===== config.mk =====
export PLATFORM = sky130hd
export DESIGN_NAME = pitd_fifo
export DESIGN_NICKNAME = d
export VERILOG_FILES = /design/src/rtl/pitd_pkg.sv /design/src/rtl/pitd_fifo.sv
export SDC_FILE = /design/constraint.sdc
export NUM_CORES = 1
export LEC_CHECK = 0
export BUFFER_PORTS_ARGS = -buffer_cell sky130_fd_sc_hd__clkbuf_2
export CAP_MARGIN = 30
export CORE_MARGIN = 2
export CORE_UTILIZATION = 52
export DETAILED_ROUTE_END_ITERATION = 10
export GPL_TIMING_DRIVEN = 0
export PLACE_DENSITY = 0.83
export SLEW_MARGIN = 20
export SYNTH_ARGS = -nofsm -noshare
export SYNTH_HDL_FRONTEND = slang
export SYNTH_SLANG_ARGS = --single-unit
export TNS_END_PERCENT = 10

===== constraint.sdc =====
create_clock -name clk_i -period 3.85 [get_ports clk_i]
set_clock_uncertainty 0.2 [all_clocks]
set_input_delay 0.385 -clock clk_i [delete_from_list [all_inputs] [get_ports clk_i]]
set_output_delay 0.385 -clock clk_i [all_outputs]
set_load 0.02 [all_outputs]

===== src/rtl/pitd_pkg.sv =====
package pitd_pkg;

  // default field width limit, and width of every width/pad counter (holds up to 63)
  localparam int unsigned MaxWidthDef = 31;
  localparam int unsigned CntW        = 6;

  // number of decimal digits of a 32-bit magnitude
  localparam int unsigned NumDigits = 10;
  localparam int unsigned DigCntW   = 4;

  // descriptor queue depth between front and back
  localparam int unsigned QueueDepth = 2;

  // size modifier codes
  localparam logic [1:0] SIZE_8  = 2'd0;
  localparam logic [1:0] SIZE_16 = 2'd1;

  // pad flag codes
  localparam logic [1:0] PAD_ZERO  = 2'd1;
  localparam logic [1:0] PAD_SPACE = 2'd2;

  // ascii characters
  localparam logic [7:0] CHAR_ZERO  = 8'h30;
  localparam logic [7:0] CHAR_MINUS = 8'h2d;
  localparam logic [7:0] CHAR_SPACE = 8'h20;

  // fixed-point reciprocal of ten, used with a right shift of 35
  localparam logic [31:0] RECIP_TEN = 32'hcccc_cccd;

  typedef logic [NumDigits-1:0][3:0] digits_t;

  // one converted number, ready to be written out
  typedef struct packed {
    logic                 neg;
    logic                 sign_en;
    logic                 pad_zero;
    logic [CntW-1:0]      pad_cnt;
    logic [DigCntW-1:0]   nd;
    digits_t              digits;  // index 0 is the most significant digit
  } desc_t;

endpackage


===== src/rtl/pitd_fifo.sv =====
module pitd_fifo (
  input  logic            clk_i,
  input  logic            rst_ni,
  input  logic            push_i,
  input  pitd_pkg::desc_t wdata_i,
  output logic            full_o,
  input  logic            pop_i,
  output pitd_pkg::desc_t rdata_o,
  output logic            empty_o
);
  import pitd_pkg::*;

  localparam int unsigned PtrW = (QueueDepth > 1) ? $clog2(QueueDepth) : 1;
  localparam int unsigned CntQW = $clog2(QueueDepth + 1);

  desc_t             mem_q [QueueDepth];
  logic [PtrW-1:0]   wr_ptr_q, wr_ptr_d;
  logic [PtrW-1:0]   rd_ptr_q, rd_ptr_d;
  logic [CntQW-1:0]  cnt_q, cnt_d;
  logic              do_push, do_pop;

  assign full_o  = (cnt_q == CntQW'(QueueDepth));
  assign empty_o = (cnt_q == '0);
  assign rdata_o = mem_q[rd_ptr_q];

  assign do_push = push_i & ~full_o;
  assign do_pop  = pop_i & ~empty_o;

  always_comb begin
    wr_ptr_d = wr_ptr_q;
    rd_ptr_d = rd_ptr_q;
    cnt_d    = cnt_q;
    if (do_push) begin
      wr_ptr_d = (wr_ptr_q == PtrW'(QueueDepth - 1)) ? '0 : wr_ptr_q + 1'b1;
    end
    if (do_pop) begin
      rd_ptr_d = (rd_ptr_q == PtrW'(QueueDepth - 1)) ? '0 : rd_ptr_q + 1'b1;
    end
    if (do_push && !do_pop) begin
      cnt_d = cnt_q + 1'b1;
    end else if (do_pop && !do_push) begin
      cnt_d = cnt_q - 1'b1;
    end
  end

  always_ff @(posedge clk_i or negedge rst_ni) begin
    if (!rst_ni) begin
      wr_ptr_q <= '0;
      rd_ptr_q <= '0;
      cnt_q    <= '0;
    end else begin
      wr_ptr_q <= wr_ptr_d;
      rd_ptr_q <= rd_ptr_d;
      cnt_q    <= cnt_d;
    end
  end

  always_ff @(posedge clk_i) begin
    if (do_push) begin
      mem_q[wr_ptr_q] <= wdata_i;
    end
  end

endmodule


==> results by group <==
Synth
  • Synth cell types: 15
  • Syn. warnings: 0
  • Syn nets: 242
  • Sequential area share after synthesis: between 70 and 80%
  • FF+latch count, synth: 110
  • Mean area per synthesized cell: roughly 23 um2
  • Mapped cell area: about 0.0043 mm2
  • Gate Count Post-Synth: ~180

Place
  • PortBufs: approximately 110
  • RePlAce Congestion: between 0.6 and 0.7
  • Placed cell area: 0.00503 mm2
  • Dpl hpwl: 4620 um

Global route
  • GR Overflow Total: 0
  • First-pass GRT wire length: between 10,000 and 15,000 um
  • Vias in the first global route: about 2,300
  • Largest net degree at the start of global routing: 54
  • Total GRT Usage: between 10% and 20%
  • Initial antenna violation count: 0

Floorplanning
  • IO Pins: 112
  • Chip Height: 94.6 um
  • Initial Utilization: 52.8%
  • Die ar.: roughly 0.009 mm2
  • Num rows: 33
  • Core area: 0.00809 mm2
  • Die X: 94.6 um

Critical path
  • Critical path fanouts, max: 24
  • Reg2Reg Depth: 5
  • Flop2flop setup slack: about 1700 ps
  • RR Startpoint: cnt_q[0]
  • Crit. End Element: register
  • Critical Path RT: 3710 ps
  • Crit Path Category: reg2reg
  • R2r endpoint: mem_q[0][9]
  • Startpoint Class: register
  • Worst EP arrival: just over 2000 ps

Route
  • Drt initial violations: 54
  • Antenna viol nets, final: 0
  • Vias/cell: 4.88
  • Pre-antenna DRT Iters: 3
  • Drt wl/cell: 16.5 um
  • Vias: roughly 2,200
  • Final WL: between 7000 and 8000 um
  • Drc violations: 0

Min path
  • HP Class: in2reg
  • Worst hold path startpoint: wdata_i[32]
  • Hold path endpoint: mem_q[1][32]
  • Worst Hold Path Cells: 1

Clock tree
  • Cell chosen for the clock root: clkbuf_8
  • Clk sinks: 110
  • Skew-Pair Late Insertion Delay: around 350 ps
  • CTS buffer count: 9
  • CTS max path bufs: 2
  • H-tree depth: 3
  • TritonCTS clock tree: yes
  • Post-cts sizing count: 0
  • Worst-path clk slew: ~100 ps

STA
  • Max Slew Vio Count: 0
  • Fmax: between 400 and 500 MHz
  • Setup TNS: 0 ps
  • Worst-margin pin slew: approximately 750 ps
  • Part of the cycle the worst path needs: roughly 57%
  • RSZ-0062 raised after global routing: no
  • Final Hold Fails: 0
  • Crit path time final: about 2200 ps
  • Worst rel slew slack: 49.9%
  • Final setup fails: 0

Layout
  • NumNets Final: between 400 and 500
  • Fin area: 0.00562 mm2
  • Synth-to-layout area growth: 31.5%
  • Proportion of layout cells with a drive suffix above 1: between 50% and 60%
  • Antenna fix cells: 0

Flow run
  • Max Cap Violations: 0

Pwr
  • Sw power: 1.35 mW
  • Sequential share of power: between 40% and 50%
  • Max VDD drop: between 0.4 and 0.5 mV
  • Clock power share: 16.2%
  • Sw Ratio: 32.9%
  • Internal power: between 2 and 3 mW
  • Comb power frac: a little over two fifths
  • Power per cell area: just over 700 mW/mm2
  • Pleak: around 2.3 nW

Status
  • Outcome: completed
-- worst max-delay path, cell delays in order (launching register included) --
cell	delay, ps
dfrtp_1	450
nand2b_1	210
nand2_1	150
nor2_4	460
buf_16	230
buf_16	190
-- timing repair --
action,CTS,global route
setup buffers,0,0
hold endpoints to repair,64,9
hold buffers,34,6
-- cell type report --
cell class	count	area, um2
Fill cell	563	2480
Inverter	2	7.51
Clock inverter	6	62.6
Clock buffer	10	128
Tap cell	105	131
Buffer	6	111
Sequential cell	110	3280
Timing Repair Buffer	153	1010
Multi-Input combinational cell	66	882
-- state kept, by name, summed over array words and instances (netlist names) --
signal and cells:
rd_ptr_q 1, mem_q 106, wr_ptr_q 1, cnt_q 2
-- metal layers --
metal  part of all wire (%)  wire length [um]  global-route usage, %  vias up
li1                       -                 -                      -     1047
met1                     37              2800                   19.1     1118
met2                     58              4360                   32.6       62
met3                    4.0               305                   3.99        7
met4                    1.1                84                   7.61        0
met5                      0                 0                      0        -
-- power by group through the flow --
stage / sequential, mW / clock [mW] / combinational, mW
after detailed placement: 1.75 / 0 / 1.68
after global placement: 1.76 / 0 / 1.60
final: 1.72 / 0.662 / 1.70
after CTS: 1.72 / 0.679 / 1.71
after global routing: 1.74 / 0.740 / 1.81
after floorplan: 1.74 / 0 / 1.23
-- synthesized netlist by cell type, drive strengths merged --
master  count  share of area [%]
nand2       1              0.088
buf         6                2.6
ha          1               0.29
o21ai       1               0.12
xnor2       3               0.62
nand2b      1               0.15
mux2       53                 18
inv         2               0.18
edfxtp    106                 75
nor2        3               0.26
dfrtp       4                2.3
xor2        2               0.41
and3        1               0.15
-- worst max path at each step --
stage,to,cells after the start,start
2_1_floorplan,mem_q[0][0],3,cnt_q[0]
3_3_place_gp,mem_q[0][9],3,cnt_q[0]
3_5_place_dp,mem_q[0][50],5,cnt_q[0]
4_1_cts,mem_q[0][9],5,cnt_q[0]
5_1_grt,mem_q[0][37],5,cnt_q[0]
6_report,mem_q[0][9],5,cnt_q[0]
-- stage by stage --
step | hold WS [ps] | setup WS [ps] | power [mW] | instances | util [%]
finish | 18.3 | 1670 | 4.09 | 458 | 69.4
global route | 1.61 | 1520 | 4.30 | 458 | 69.4
CTS | 0.761 | 1640 | 4.11 | 452 | 68.7
detailed placement | -1.12 | 1660 | 3.43 | 402 | 62.1
global placement | -3.32 | -891 | 3.36 | 400 | 61.3
floorplan | -111 | 315 | 2.97 | 184 | -
-- cells in the final DEF (no fill, tap or decap), types with 2 or more instances in the layout --
| cell type | count |
|---|---|
| clkbuf_8 | 9 |
| clkinvlp_4 | 3 |
| dfrtp_1 | 4 |
| clkinv_2 | 2 |
| buf_16 | 2 |
| xor2_1 | 2 |
| clkbuf_2 | 111 |
| edfxtp_1 | 106 |
| xnor2_1 | 3 |
| mux2_2 | 4 |
| dlygate4sd3_1 | 40 |
| buf_12 | 5 |
| mux2_4 | 49 |
| inv_1 | 2 |
| nor2_1 | 2 |
-- logic make-up (layout without fill, tap and decap cells) --
kind of cell	Yosys count	in the layout	share of synthesized area, %
AO/OA/AOI/OAI	1	1	0.117
multiplexers	53	53	18.3
flip-flops	110	110	76.9
AND/OR/NAND/NOR	6	6	0.644
XOR/XNOR	5	5	1.03
adder cells (fa/ha/maj)	1	1	0.293
buffers and inverters	8	177	2.78
Note: power is estimated with default switching activity, not from simulation.
